`src/sv/ctg_pkg.sv`:
```
package ctg_pkg;

    // Component masks of the four Tausworthe steps.
    localparam logic [31:0] MASK_ONE   = 32'hFFFF_FFFE;
    localparam logic [31:0] MASK_TWO   = 32'hFFFF_FFF8;
    localparam logic [31:0] MASK_THREE = 32'hFFFF_FFF0;
    localparam logic [31:0] MASK_FOUR  = 32'hFFFF_FF80;

    // Seed value after reset.
    localparam logic [31:0] SEED_RESET = 32'h0000_0001;

    // Operation codes of an input beat.
    localparam logic OP_RAW     = 1'b0;
    localparam logic OP_BOUNDED = 1'b1;

    // One drawn word with its request, passed from front to back.
    typedef struct packed {
        logic        op;
        logic [30:0] bound;
        logic [31:0] word;
    } ctg_entry_t;

    // Back end sequencer states.
    typedef enum logic [1:0] {
        CTG_IDLE,
        CTG_DIV,
        CTG_OUT
    } ctg_state_t;

endpackage

```
`src/sv/ctg_front.sv`:
```
module ctg_front (
    input  logic                aclk,
    input  logic                aresetn,
    input  logic                cfg_we,
    input  logic [31:0]         cfg_wdata,
    input  logic                s_valid,
    output logic                s_ready,
    input  logic                s_op,
    input  logic [30:0]         s_bound,
    input  logic                q_full,
    output logic                q_push,
    output ctg_pkg::ctg_entry_t q_data
);

    logic [31:0] comp_one_reg, comp_two_reg, comp_three_reg, comp_four_reg;
    logic [31:0] comp_one_next, comp_two_next, comp_three_next, comp_four_next;
    logic [31:0] b_one, b_two, b_three, b_four;
    logic        accept;

    // Accept a beat whenever the queue has room.
    assign s_ready = ~q_full;
    assign accept  = s_valid & ~q_full;

    // One step of each component.
    always_comb begin
        b_one  = ((comp_one_reg << 6) ^ comp_one_reg) >> 13;
        comp_one_next = ((comp_one_reg & ctg_pkg::MASK_ONE) << 18) ^ b_one;
        b_two  = ((comp_two_reg << 2) ^ comp_two_reg) >> 27;
        comp_two_next = ((comp_two_reg & ctg_pkg::MASK_TWO) << 2) ^ b_two;
        b_three = ((comp_three_reg << 13) ^ comp_three_reg) >> 21;
        comp_three_next = ((comp_three_reg & ctg_pkg::MASK_THREE) << 7) ^ b_three;
        b_four = ((comp_four_reg << 3) ^ comp_four_reg) >> 12;
        comp_four_next = ((comp_four_reg & ctg_pkg::MASK_FOUR) << 13) ^ b_four;
    end

    // The drawn word goes to the queue with its request.
    assign q_push        = accept;
    assign q_data.op     = s_op;
    assign q_data.bound  = s_bound;
    assign q_data.word   = comp_one_next ^ comp_two_next ^ comp_three_next ^ comp_four_next;

    // Generator state: reloaded from the seed on reset and seed writes.
    always_ff @(posedge aclk) begin
        if (!aresetn) begin
            comp_one_reg   <= ctg_pkg::SEED_RESET;
            comp_two_reg   <= ctg_pkg::SEED_RESET << 10;
            comp_three_reg <= ctg_pkg::SEED_RESET << 20;
            comp_four_reg  <= ctg_pkg::SEED_RESET << 30;
        end else if (cfg_we) begin
            comp_one_reg   <= cfg_wdata;
            comp_two_reg   <= cfg_wdata << 10;
            comp_three_reg <= cfg_wdata << 20;
            comp_four_reg  <= cfg_wdata << 30;
        end else if (accept) begin
            comp_one_reg   <= comp_one_next;
            comp_two_reg   <= comp_two_next;
            comp_three_reg <= comp_three_next;
            comp_four_reg  <= comp_four_next;
        end
    end

endmodule

```
`src/sv/ctg_queue.sv`:
```
module ctg_queue (
    input  logic                aclk,
    input  logic                aresetn,
    input  logic                push,
    input  ctg_pkg::ctg_entry_t push_data,
    output logic                full,
    input  logic                pop,
    output ctg_pkg::ctg_entry_t pop_data,
    output logic                empty
);

    ctg_pkg::ctg_entry_t entry_reg [2];
    logic                wr_ptr_reg, rd_ptr_reg;
    logic [1:0]          count_reg;

    assign full     = (count_reg == 2'd2);
    assign empty    = (count_reg == 2'd0);
    assign pop_data = entry_reg[rd_ptr_reg];

    // Entry storage.
    always_ff @(posedge aclk) begin
        if (push) begin
            entry_reg[wr_ptr_reg] <= push_data;
        end
    end

    // Pointers and fill count.
    always_ff @(posedge aclk) begin
        if (!aresetn) begin
            wr_ptr_reg <= 1'b0;
            rd_ptr_reg <= 1'b0;
            count_reg  <= 2'd0;
        end else begin
            if (push) begin
                wr_ptr_reg <= ~wr_ptr_reg;
            end
            if (pop) begin
                rd_ptr_reg <= ~rd_ptr_reg;
            end
            unique case ({push, pop})
                2'b10:   count_reg <= count_reg + 2'd1;
                2'b01:   count_reg <= count_reg - 2'd1;
                default: count_reg <= count_reg;
            endcase
        end
    end

endmodule

```
`src/sv/ctg_back.sv`:
```
module ctg_back (
    input  logic                aclk,
    input  logic                aresetn,
    input  logic                q_empty,
    input  ctg_pkg::ctg_entry_t q_data,
    output logic                q_pop,
    output logic                m_valid,
    input  logic                m_ready,
    output logic [31:0]         m_value,
    output logic                m_bound_error
);

    ctg_pkg::ctg_state_t state_reg, state_next;
    logic [30:0] rem_reg, rem_next;
    logic [31:0] dvd_reg, dvd_next;
    logic [30:0] bnd_reg, bnd_next;
    logic [4:0]  cnt_reg, cnt_next;
    logic [31:0] value_reg, value_next;
    logic        err_reg, err_next;
    logic [31:0] trial;
    logic [31:0] diff;

    assign m_valid       = (state_reg == ctg_pkg::CTG_OUT);
    assign m_value       = value_reg;
    assign m_bound_error = err_reg;

    // One remainder bit per cycle: shift in a dividend bit, subtract if it fits.
    assign trial = {rem_reg, dvd_reg[31]};
    assign diff  = trial - {1'b0, bnd_reg};

    // Next state and datapath control.
    always_comb begin
        state_next = state_reg;
        rem_next   = rem_reg;
        dvd_next   = dvd_reg;
        bnd_next   = bnd_reg;
        cnt_next   = cnt_reg;
        value_next = value_reg;
        err_next   = err_reg;
        q_pop      = 1'b0;
        unique case (state_reg)
            ctg_pkg::CTG_IDLE: begin
                if (!q_empty) begin
                    q_pop = 1'b1;
                    if (q_data.op == ctg_pkg::OP_RAW) begin
                        value_next = q_data.word;
                        err_next   = 1'b0;
                        state_next = ctg_pkg::CTG_OUT;
                    end else if (q_data.bound == '0) begin
                        value_next = '0;
                        err_next   = 1'b1;
                        state_next = ctg_pkg::CTG_OUT;
                    end else begin
                        rem_next   = '0;
                        dvd_next   = q_data.word;
                        bnd_next   = q_data.bound;
                        cnt_next   = '0;
                        err_next   = 1'b0;
                        state_next = ctg_pkg::CTG_DIV;
                    end
                end
            end
            ctg_pkg::CTG_DIV: begin
                if (trial >= {1'b0, bnd_reg}) begin
                    rem_next = diff[30:0];
                end else begin
                    rem_next = trial[30:0];
                end
                dvd_next = {dvd_reg[30:0], 1'b0};
                cnt_next = cnt_reg + 5'd1;
                if (cnt_reg == 5'd31) begin
                    value_next = {1'b0, rem_next};
                    state_next = ctg_pkg::CTG_OUT;
                end
            end
            ctg_pkg::CTG_OUT: begin
                if (m_ready) begin
                    state_next = ctg_pkg::CTG_IDLE;
                end
            end
            default: state_next = ctg_pkg::CTG_IDLE;
        endcase
    end

    // State register.
    always_ff @(posedge aclk) begin
        if (!aresetn) begin
            state_reg <= ctg_pkg::CTG_IDLE;
        end else begin
            state_reg <= state_next;
        end
    end

    // Datapath registers.
    always_ff @(posedge aclk) begin
        rem_reg   <= rem_next;
        dvd_reg   <= dvd_next;
        bnd_reg   <= bnd_next;
        cnt_reg   <= cnt_next;
        value_reg <= value_next;
        err_reg   <= err_next;
    end

endmodule

```
`src/sv/combined_tausworthe_generator.sv`:
```
// Channel  | Handshake          | Payload
// ---------+--------------------+----------------------------------
// input    | s_valid / s_ready  | s_op (1), s_bound (31)
// result   | m_valid / m_ready  | m_value (32), m_bound_error (1)
// config   | cfg_we             | cfg_wdata (32), the seed
//
// A raw draw, or a bounded draw with bound zero, goes from the queue
// straight to the result register; a bounded draw first passes the remainder unit,
// which produces one remainder bit per cycle over the 32 word bits.
// The generator front accepts beats into a two-entry queue while the back
// end works, so input stalls only when that queue is full.
// Synchronous active-low reset loads the seed 1 and empties the queue.
module combined_tausworthe_generator (
    input  logic        aclk,
    input  logic        aresetn,
    input  logic        cfg_we,
    input  logic [31:0] cfg_wdata,
    input  logic        s_valid,
    output logic        s_ready,
    input  logic        s_op,
    input  logic [30:0] s_bound,
    output logic        m_valid,
    input  logic        m_ready,
    output logic [31:0] m_value,
    output logic        m_bound_error
);

    ctg_pkg::ctg_entry_t push_data, pop_data;
    logic                push, pop, full, empty;

    // Generator front end.
    ctg_front u_front (
        .aclk      (aclk),
        .aresetn   (aresetn),
        .cfg_we    (cfg_we),
        .cfg_wdata (cfg_wdata),
        .s_valid   (s_valid),
        .s_ready   (s_ready),
        .s_op      (s_op),
        .s_bound   (s_bound),
        .q_full    (full),
        .q_push    (push),
        .q_data    (push_data)
    );

    // Decoupling queue.
    ctg_queue u_queue (
        .aclk      (aclk),
        .aresetn   (aresetn),
        .push      (push),
        .push_data (push_data),
        .full      (full),
        .pop       (pop),
        .pop_data  (pop_data),
        .empty     (empty)
    );

    // Reduction back end and result register.
    ctg_back u_back (
        .aclk          (aclk),
        .aresetn       (aresetn),
        .q_empty       (empty),
        .q_data        (pop_data),
        .q_pop         (pop),
        .m_valid       (m_valid),
        .m_ready       (m_ready),
        .m_value       (m_value),
        .m_bound_error (m_bound_error)
    );

endmodule

```
`config.mk`:
```
export PLATFORM = sky130hd
export DESIGN_NAME = combined_tausworthe_generator
export DESIGN_NICKNAME = d
export VERILOG_FILES = /design/src/sv/ctg_pkg.sv /design/src/sv/ctg_front.sv /design/src/sv/ctg_queue.sv /design/src/sv/ctg_back.sv /design/src/sv/combined_tausworthe_generator.sv
export SDC_FILE = /design/constraint.sdc
export NUM_CORES = 1
export LEC_CHECK = 0
export BUFFER_PORTS_ARGS = -buffer_cell sky130_fd_sc_hd__buf_4
export CAP_MARGIN = 20
export CORE_ASPECT_RATIO = 0.8
export CORE_MARGIN = 2
export CORE_UTILIZATION = 55
export CTS_CLUSTER_DIAMETER = 30
export CTS_CLUSTER_SIZE = 10
export DETAILED_ROUTE_END_ITERATION = 10
export PLACE_DENSITY = 0.8
export SETUP_SLACK_MARGIN = 0.4
export SYNTH_ARGS = -nofsm -noshare
export SYNTH_HDL_FRONTEND = slang
export SYNTH_SLANG_ARGS = --single-unit
```
`constraint.sdc`:
```
create_clock -name aclk -period 5.12 [get_ports aclk]
set_clock_uncertainty 0.2 [all_clocks]
set_input_delay 1.024 -clock aclk [delete_from_list [all_inputs] [get_ports aclk]]
set_output_delay 1.024 -clock aclk [all_outputs]
set_load 0.01 [all_outputs]
```
==> qor.yml, run 1 <==
run_status:
  outcome: "complete, no violations"
cts:
  cts.sinks: 380
  cts_tree: "done"
  postCtsResizedCells: 0
  clock_path_buffers: 3
  clock_latency_ps: 580
  clock-root-buffer: "clkbuf_16"
  cts_setup_buffers: 0
  cts_made_buffers: 72
  h-tree-depth: 3
  path_clk_slew_ps: 50
  holdBufCountCts: 0
global_route:
  grt_use_total_pct: 26.2
  grt_pass1_vias: 12000
  grt_pass1_wl_mm: 66.8
  antenna_found_initial: 0
  grt_remaining_overflow: 0
  grt_max_degree: 91
hold_path:
  worstHoldStart: "u_front.comp_four_reg[7]"
  hold_depth: 2
  min_to: "u_front.comp_four_reg[20]"
  hold_path_class: "reg2reg"
finish:
  stdcell_count: 2161
  area_growth_pct: 20.5
  largest_reg_flops: 128
  n_antenna_cell: 0
  nets: 1788
  layout-drive-gt1-share_pct: 17.0
  postLayoutCellArea_um2: 21200
sta:
  fin_crit_ps: 3870
  period_share_pct: 75.5
  finalSetupTns_ps: 0
  fmax_mhz: 259
  rsz0062_at_grt: "false"
  tightestPinTransition_ps: 1070
  max-slew-margin-rel_pct: 29.0
  slew_viol_final: 0
  finalHoldViolCount: 0
  setup_viol: 0
place:
  hpwl_mm: 29.9
  numPortBuffers: 103
  dp.cells: 2029
  globalplace.congestion: 0.924
  place_area_um2: 18800
detailed_routing:
  drt_iter0_drc: 1357
  wl_per_cell_um: 20.3
  vias: 12600
  firstDrtPassIters: 5
  drc: 0
  vias_per_cell: 5.82
  drtAntennaViolNets: 0
  drt-total-wl_mm: 44.0
synthesis:
  synth-async-reset-ratio_pct: 0
  yosys-top-cells-area: "edfxtp_1 44%, dfxtp_1 14%, xnor2_1 6.9%, nand2_1 4.3%, a21oi_1 3.8%"
  yosys.area.top_type: "edfxtp_1"
  avgSynthCellArea_um2: 11.2
  synthDistinctLibCells: 61
  synth_top_cell_area_share_pct: 44.3
  netlist_top_cells_count: "260 x edfxtp_1, 200 x nand2_1, 139 x xnor2_1, 135 x a21oi_1, 120 x dfxtp_1"
  yosysWarningCount: 0
  synth_enable_flop_cells: 260
  seq_area_frac_synth_pct: 57.9
  ys_ff_latch: 380
  yosysMostFrequentCell: "edfxtp_1"
  netlist_area_um2: 17600
  syn_nets: 1679
  synth_ff_type: "edfxtp_1"
  netlist_instances: 1575
critical_path:
  crit_path_start_kind: "register"
  arrival_ps: 3890
  crit_slowest_cell: "dfxtp_4"
  crit_path_end_kind: "register"
  worstRegToRegCells: 8
  crit_type: "reg2reg"
  critPathRequiredTime_ps: 5140
  path_max_fanout: 69
  max_stage_delay_ps: 1040
  rrSetupSlack_ps: 1250
  r2r-end: "u_back.dvd_reg[10]"
  worstPathCellList: "nor3_1 -> a22oi_1 -> nor2_1 -> nand4_1 -> nor4b_1 -> nor2b_2 -> or2_2 -> buf_12"
power_and_ir_drop:
  p_total_mw: 14.3
  ir_drop_mv: 0.385
  power.leakage_nw: 7.86
  power_density_nw_per_um2: 674
floorplanning:
  core_area_um2: 31500
  die_area_um2: 33500
  die_w_um: 204
  die-height_um: 164
  initial_core_util_pct: 56.0
  pin_count: 104
  rows: 58
run:
  maxCapViolations: 0
[cell families (layout without fill, tap and decap cells)]
| kind of cell | count (synthesis) | after routing | synth area share [%] |
|---|---|---|---|
| multiplexers | 96 | 96 | 5.68 |
| adder cells (fa/ha/maj) | 35 | 35 | 2.53 |
| AND/OR/NAND/NOR | 434 | 434 | 10.8 |
| XOR/XNOR | 178 | 178 | 8.84 |
| flip-flops | 380 | 380 | 57.9 |
| buffers and inverters | 124 | 290 | 2.76 |
| AO/OA/AOI/OAI | 328 | 328 | 11.5 |
[worst max-delay path: cells and delay by family (launching register included)]
kind,cells,cell delay (ps)
buffers and inverters,1,330
and+or+nand+nor,6,1610
AOI/OAI and AO/OA,1,260
DFF,1,1040
[worst max path at each step]
stage	start	endpoint	depth (start not counted)
after floorplan	register	u_back.cnt_reg[0]	9
after detailed placement	register	u_back.rem_reg[9]	8
after CTS	register	u_back.dvd_reg[10]	8
after global placement	register	u_back.dvd_reg[11]	8
final	register	u_back.dvd_reg[10]	8
after global routing	register	u_back.dvd_reg[10]	8
[cell type report]
| cell class | count | area [um2] |
|---|---|---|
| Tap cell | 420 | 526 |
| Sequential cell | 380 | 10200 |
| Multi-Input combinational cell | 1071 | 6980 |
| Inverter | 43 | 161 |
| Fill cell | 2236 | 10300 |
| Clock inverter | 51 | 583 |
| Timing Repair Buffer | 116 | 908 |
| Clock buffer | 80 | 1870 |
[report_power, final]
group | leakage [nW] | switching [mW] | internal (mW)
registers | 3.43 | 0.515 | 4.42
logic | 3.23 | 2.89 | 1.76
clock network | 1.19 | 1.62 | 3.11
[per-layer routing]
metal	track usage [%]	up-vias	wire length (um)
li1	-	5849	-
met1	38.0	6056	19300
met2	38.2	571	19300
met3	5.69	94	4000
met4	10.7	0	1350
met5	0	-	0
[metrics by stage]
stage | util (%) | hold slack (ps) | setup WS, ps
after floorplan | - | 248 | 502
after global placement | 59.6 | 260 | 1380
after detailed placement | 59.6 | 276 | 1290
after CTS | 67.4 | 287 | 1250
after global routing | 67.4 | 302 | 926
final | 67.4 | 287 | 1250
[placed cells by master, fill, tap and decap left out, types with 7 or more instances in the layout]
cell type	synthesis	routed
and2_1	24	23
nor2_1	115	114
o22ai_1	25	25
o21bai_1	11	11
xor2_1	39	39
o21ai_0	52	52
buf_4	1	113
inv_6	0	8
clkinv_2	0	14
nor2b_1	27	25
and3_1	8	7
nor3_1	14	14
mux2_2	32	32
clkinvlp_4	0	7
bufinv_16	0	9
a31oi_1	31	31
nor4_1	14	14
ha_1	34	34
nand2_1	200	200
clkbuf_16	0	73
xnor2_1	139	139
a21o_1	12	12
inv_1	43	42
mux2i_1	63	63
o21ai_1	9	8
nand3_1	7	7
a21oi_1	135	135
dfxtp_1	120	119
edfxtp_1	260	260
a211oi_1	21	21
(Power assumes the default switching activity.)
==> run 2, diff against run 1 <==
- CORE_UTILIZATION: 55 -> 61
- PLACE_DENSITY: 0.8 -> 0.84
- clock period: 5.12 -> 3.64 ns (I/O delays scaled with it)
==> run 2 against run 1 <==
  * Critical path type unchanged
  * Design area up 0.27%
  * Non-clock buffer count rose by 28
  * Combinational power rose by 76%
  * Worst hold slack worse by 160 ps
  * Wire length rose by 4.7%
  * Critical endpoint is now u_back.m_value[17]
  * Via count is 3.2% higher
  * Clock-buffer cell count down 3
  * Sequential power grew 39%
  * Sequential cell count stayed put
==> qor.yml, run 2 (synthesis results as in run 1) <==
run_status:
  outcome: "complete, no violations"
cts:
  h-tree-depth: 2
  clock_path_buffers: 3
  holdBufCountCts: 0
  clock_latency_ps: 600
  cts.sinks: 380
  cts_tree: "done"
  path_clk_slew_ps: 50
  clock-root-buffer: "clkbuf_16"
  cts_made_buffers: 57
sta:
  tightestPinTransition_ps: 617
  max-slew-margin-rel_pct: 58.8
  finalHoldViolCount: 0
  finalSetupTns_ps: 0
  rsz0062_at_grt: "true"
  fin_crit_ps: 3270
  period_share_pct: 89.9
  setup_viol: 0
  fmax_mhz: 306
  slew_viol_final: 0
place:
  globalplace.congestion: 0.958
  hpwl_mm: 30.0
  numPortBuffers: 103
detailed_routing:
  drtAntennaViolNets: 0
  wl_per_cell_um: 21.7
  firstDrtPassIters: 6
  vias_per_cell: 6.13
  vias: 13000
  drt-total-wl_mm: 46.0
  drc: 0
  drt_iter0_drc: 1564
finish:
  layout-drive-gt1-share_pct: 19.5
  final_cell_mix: "260 x edfxtp_1, 198 x nand2_1, 138 x xnor2_1, 133 x buf_4, 128 x a21oi_1"
  nets: 1802
  layout_commonest_cell: "edfxtp_1"
  largest_reg_flops: 128
  area_growth_pct: 20.8
  n_antenna_cell: 0
critical_path:
  crit_path_end_kind: "register"
  critPathRequiredTime_ps: 3760
  crit_path_start_kind: "register"
  crit_type: "reg2reg"
  arrival_ps: 3400
  path_max_fanout: 4
  rrSetupSlack_ps: 370
power_and_ir_drop:
  sw_frac_of_total_pct: 36.8
  pwr-share-clk_pct: 26.2
  ir_drop_mv: 0.760
  switching_power_mw: 7.50
  p_comb_share_pct: 40.1
  power_density_nw_per_um2: 957
  intPower_mw: 12.9
  p_total_mw: 20.4
  power.leakage_nw: 7.77
  seqPwrFrac_pct: 33.7
floorplanning:
  rows: 55
  die-height_um: 156
  core_area_um2: 28400
  die_w_um: 194
  die_area_um2: 30300
  initial_core_util_pct: 62.2
  pin_count: 104
hold_path:
  hold_path_class: "in2reg"
global_route:
  grt_pass1_wl_mm: 68.2
  grt_pass1_vias: 12100
  grt_max_degree: 117
  antenna_found_initial: 0
  grt_remaining_overflow: 0
  grt_use_total_pct: 29.0
run:
  maxCapViolations: 0
run 2: cell count changes in the layout (fill, tap and decap cells not counted), moves of 4 or more:
| cell | change |
|---|---|
| mux2i_4 | +7 |
| buf_4 | +20 |
| inv_6 | -7 |
| clkinvlp_4 | -4 |
| clkinv_2 | -7 |
| clkbuf_1 | +11 |
| bufinv_16 | -4 |
| mux2i_1 | -13 |
| a21oi_1 | -7 |
| mux2i_2 | +6 |
| ha_1 | -9 |
| a21oi_2 | +6 |
| ha_2 | +7 |
| clkbuf_16 | -13 |
run 2: final timing paths:
check,startpoint,end,cells after the start
worst max-delay path,u_back.rem_reg[0],u_back.m_value[17],11
worst min-delay path,s_bound[5],u_queue.entry_reg[1][37],1
worst max register to register,u_back.rem_reg[0],u_back.m_value[17],11
worst min register to register,u_front.comp_four_reg[29],u_front.comp_four_reg[29],2
run 2: critical path, stage by stage (launching register included):
cell and delay (ps):
edfxtp_1 420, ha_1 340, nor2b_4 130, o31a_1 360, o31ai_4 310, o31ai_4 120
a221oi_2 350, buf_4 200, o21ai_4 60, xnor2_2 240, a211oi_2 110, o21bai_1 180
run 2: per-stage QoR:
| stage | util (%) | setup WS [ps] | cell area [um2] | hold slack [ps] | cells |
|---|---|---|---|---|---|
| 2_1_floorplan | - | 228 | 17700 | 248 | 1575 |
| 3_3_place_gp | 66.3 | 286 | 18800 | 261 | 1989 |
| 3_5_place_dp | 66.3 | 122 | 18800 | 262 | 1989 |
| 4_1_cts | 73.5 | 361 | 20800 | 106 | 2104 |
| 5_1_grt | 75.1 | 275 | 21300 | 110 | 2116 |
| 6_report | 75.1 | 367 | 21300 | 123 | 2116 |
run 2: power by group through the flow:
| stage | logic [mW] | clock network (mW) | registers (mW) |
|---|---|---|---|
| after global placement | 6.37 | 0 | 6.85 |
| after global routing | 8.66 | 5.56 | 6.95 |
| after CTS | 6.90 | 5.37 | 6.81 |
| final | 8.17 | 5.34 | 6.88 |
| after detailed placement | 6.57 | 0 | 6.88 |
| after floorplan | 4.64 | 0 | 6.70 |
run 2: area by class of cell:
class	instances	area (um2)
Sequential cell	380	10200
Multi-Input combinational cell	1072	7340
Fill cell	1775	7050
Clock buffer	77	1550
Timing Repair Buffer	144	1220
Tap cell	370	463
Clock inverter	30	347
Inverter	43	161
run 2: what timing repair did:
item	CTS	global route
setup buffers	6	10
pin swaps	5	25
endpoints found under the setup margin	126	89
gates resized for setup	10	67
cloned	2	2
run 2: routing by layer:
layer | vias to the layer above | GRT usage [%] | share of wire (%)
li1 | 5867 | - | -
met1 | 6206 | 43.2 | 42
met2 | 778 | 43.7 | 45
met3 | 118 | 4.80 | 9.5
met4 | 0 | 8.91 | 2.8
met5 | - | 0 | 0
==> run 3, diff against run 2 <==
- ABC_AREA: unset -> 1
==> run 3 against run 2 <==
  * Global-route usage up 3.7 points
  * Register-to-register slack improved by 240 ps
  * Die area grew 5.2%
  * Critical endpoint is now u_back.dvd_reg[13]
  * Largest cell class unchanged
  * Total power increased by 2.5%
  * Sequential cell count did not move
  * Sequential power increased by 2%
  * Clock-buffer cell count rose by 2
  * Worst setup slack improved by 240 ps
  * Non-clock buffer count is 20 lower
  * Critical path type unchanged
  * Critical path depth is the same
==> qor.yml, run 3 <==
run_status:
  outcome: "complete, no violations"
power_and_ir_drop:
  power_density_nw_per_um2: 948
  switching_power_mw: 8.10
  p_comb_share_pct: 37.0
  ir_drop_mv: 1.03
  seqPwrFrac_pct: 33.5
  sw_frac_of_total_pct: 38.8
  power.leakage_nw: 9.78
  p_total_mw: 20.9
  intPower_mw: 12.8
  pwr-share-clk_pct: 29.5
synthesis:
  netlist_instances: 2063
  synth_compound_area_share_pct: 7.27
  yosysMostFrequentCell: "nand2_1"
  yosys-top-cells-area: "edfxtp_1 42%, dfxtp_1 13%, nand2_1 11%, inv_1 5.4%, xnor2_1 4.4%"
  synth-xor-area-share_pct: 7.74
  seq_area_frac_synth_pct: 55.0
  synth_top_cell_area_share_pct: 42.1
  synth_enable_flop_cells: 260
  yosysWarningCount: 0
  ys_ff_latch: 380
  avgSynthCellArea_um2: 9.00
  synth_ff_type: "edfxtp_1"
  synthDistinctLibCells: 40
  synth_top_family_by_area: "simple AND/OR/NAND/NOR gates"
  netlist_top_cells_count: "538 x nand2_1, 269 x inv_1, 260 x edfxtp_1, 164 x nor2_1, 120 x dfxtp_1"
  synth_mux_area_share_pct: 0.863
  synth-simple-area-share_pct: 19.4
  netlist_area_um2: 18600
  synthAdderAreaFrac_pct: 2.40
  yosys.area.top_type: "edfxtp_1"
  synth-async-reset-ratio_pct: 0
  syn_nets: 2167
critical_path:
  rrSetupSlack_ps: 600
  cp_num_buf_inv: 4
  r2r-end: "u_back.dvd_reg[13]"
  path_delay_family: "buffers and inverters"
  worstPathCellList: "inv_2 -> buf_4 -> o21ai_0 -> inv_1 -> nor2_1 -> nand3_1 -> nor2_1 -> nand2_1 -> nand2_2 -> o21ai_4 -> buf_12"
  worstRegToRegCells: 11
  worst-path-stages: 11
  crit_path_start_kind: "register"
  cpMostUsedCell: "nor2_1"
  crit_path_end_kind: "register"
  max_stage_delay_ps: 390
  endpoint: "u_back.dvd_reg[13]"
  path_max_fanout: 63
  crit_type: "reg2reg"
  critPathRequiredTime_ps: 3650
  arrival_ps: 3040
  crit_slowest_cell: "buf_4"
global_route:
  antenna_found_initial: 0
  grtUsageMet2_pct: 50.0
  grt_use_total_pct: 32.7
  met3_usage_pct: 8.64
  grt_remaining_overflow: 0
  grt-busiest-layer: "met2"
  grt_pass1_vias: 14500
  gr-usage-met1_pct: 45.9
  grt_pass1_wl_mm: 79.1
  grt_max_degree: 66
cts:
  clock-root-buffer: "clkbuf_16"
  path_clk_slew_ps: 50
  cts_tree: "done"
  postCtsResizedCells: 0
  cts_made_buffers: 68
  cts.sinks: 380
  clock_latency_ps: 560
  cts_setup_buffers: 0
  holdBufCountCts: 0
  clock_path_buffers: 3
  h-tree-depth: 3
floorplanning:
  die-height_um: 160
  initial_core_util_pct: 61.5
  rows: 57
  die_w_um: 199
  die_area_um2: 31900
  core_area_um2: 30200
  pin_count: 104
finish:
  largest_reg_flops: 128
  layout_commonest_cell: "nand2_1"
  register_area_um2: 10200
  layout-drive-gt1-share_pct: 12.5
  stdcell_count: 2644
  final_cell_mix: "537 x nand2_1, 268 x inv_1, 260 x edfxtp_1, 158 x nor2_1, 120 x buf_4"
  nFillCells: 2052
  multi_input_area_um2: 7040
  area_growth_pct: 18.6
  nets: 2282
  n_antenna_cell: 0
detailed_routing:
  firstDrtPassIters: 8
  drtAntennaViolNets: 0
  wl_per_cell_um: 19.6
  drt_iter0_drc: 2032
  vias: 15100
  drt-total-wl_mm: 51.9
  vias_per_cell: 5.73
  drc: 0
sta:
  max-slew-margin-rel_pct: 30.2
  tightestPinTransition_ps: 1050
  setup_slack_ps: 604
  slew_viol_final: 0
  setup_viol: 0
  finalSetupTns_ps: 0
  period_share_pct: 83.4
  finalHoldViolCount: 0
  worst_hold_slack_ps: 152
  fmax_mhz: 329
  rsz0062_at_grt: "false"
  fin_crit_ps: 3040
hold_path:
  hold_path_class: "in2reg"
place:
  pre_cts_slack_ps: 640
  numPortBuffers: 103
  dp.cells: 2521
  hpwl_mm: 35.7
  globalplace.congestion: 0.986
run:
  maxCapViolations: 0
==> run 3: metrics by stage <==
step           utilization [%]  instance area (um2)
3_3_place_gp              65.5                19800
6_report                  73.0                22000
4_1_cts                   73.0                22000
5_1_grt                   73.0                22000
2_1_floorplan                -                18600
3_5_place_dp              65.5                19800
==> run 3: power by group through the flow <==
stage / Sequential (mW) / Clock, mW / Combinational [mW]
detailed placement: 7.03 / 0 / 7.47
floorplan: 6.83 / 0 / 5.16
global placement: 6.99 / 0 / 7.27
CTS: 6.96 / 6.17 / 7.61
finish: 6.99 / 6.16 / 7.74
global route: 7.04 / 6.40 / 8.52
==> run 3: how the worst min path moves through the flow <==
| stage | to | slack, ps | depth (start not counted) | start |
|---|---|---|---|---|
| finish | u_queue.entry_reg[1][61] | 150 | 1 | s_bound[29] |
| global route | u_queue.entry_reg[0][62] | 140 | 1 | s_bound[30] |
| CTS | u_queue.entry_reg[1][61] | 140 | 1 | s_bound[29] |
| detailed placement | register | 250 | 1 | u_queue.rd_ptr_reg |
| global placement | u_queue.rd_ptr_reg | 240 | 1 | u_queue.rd_ptr_reg |
| floorplan | register | 230 | 1 | u_queue.rd_ptr_reg |
==> run 3: logic make-up (layout without fill, tap and decap cells) <==
| group | Yosys count | in the layout |
|---|---|---|
| XOR/XNOR | 164 | 164 |
| AND/OR/NAND/NOR | 872 | 872 |
| multiplexers | 16 | 16 |
| flip-flops | 380 | 380 |
| AO/OA/AOI/OAI | 245 | 245 |
| buffers and inverters | 351 | 519 |
| adder cells (fa/ha/maj) | 35 | 35 |
==> run 3: layout make-up <==
cell class	count	share of cell area (%)
inverters	272	4.64
clock inverters	44	1.84
clock buffers	79	8.39
flip-flops and latches	380	46.4
multi-input cells	1332	32.0
repair buffers	124	4.45
well taps	413	2.35
==> run 3: worst register-to-register path, cell delays in order (launching register included) <==
cell     delay [ps]
dfxtp_2         330
inv_2           260
buf_4           390
o21ai_0         140
inv_1           220
nor2_1           90
nand3_1          80
nor2_1           40
nand2_1         120
nand2_2         120
o21ai_4         270
buf_12          350
==> run 3: per-layer routing <==
layer  wire length (um)  vias up
li1                   -     6962
met1              21000     7073
met2              23100      955
met3               6300      147
met4               1520        0
met5                  0        -
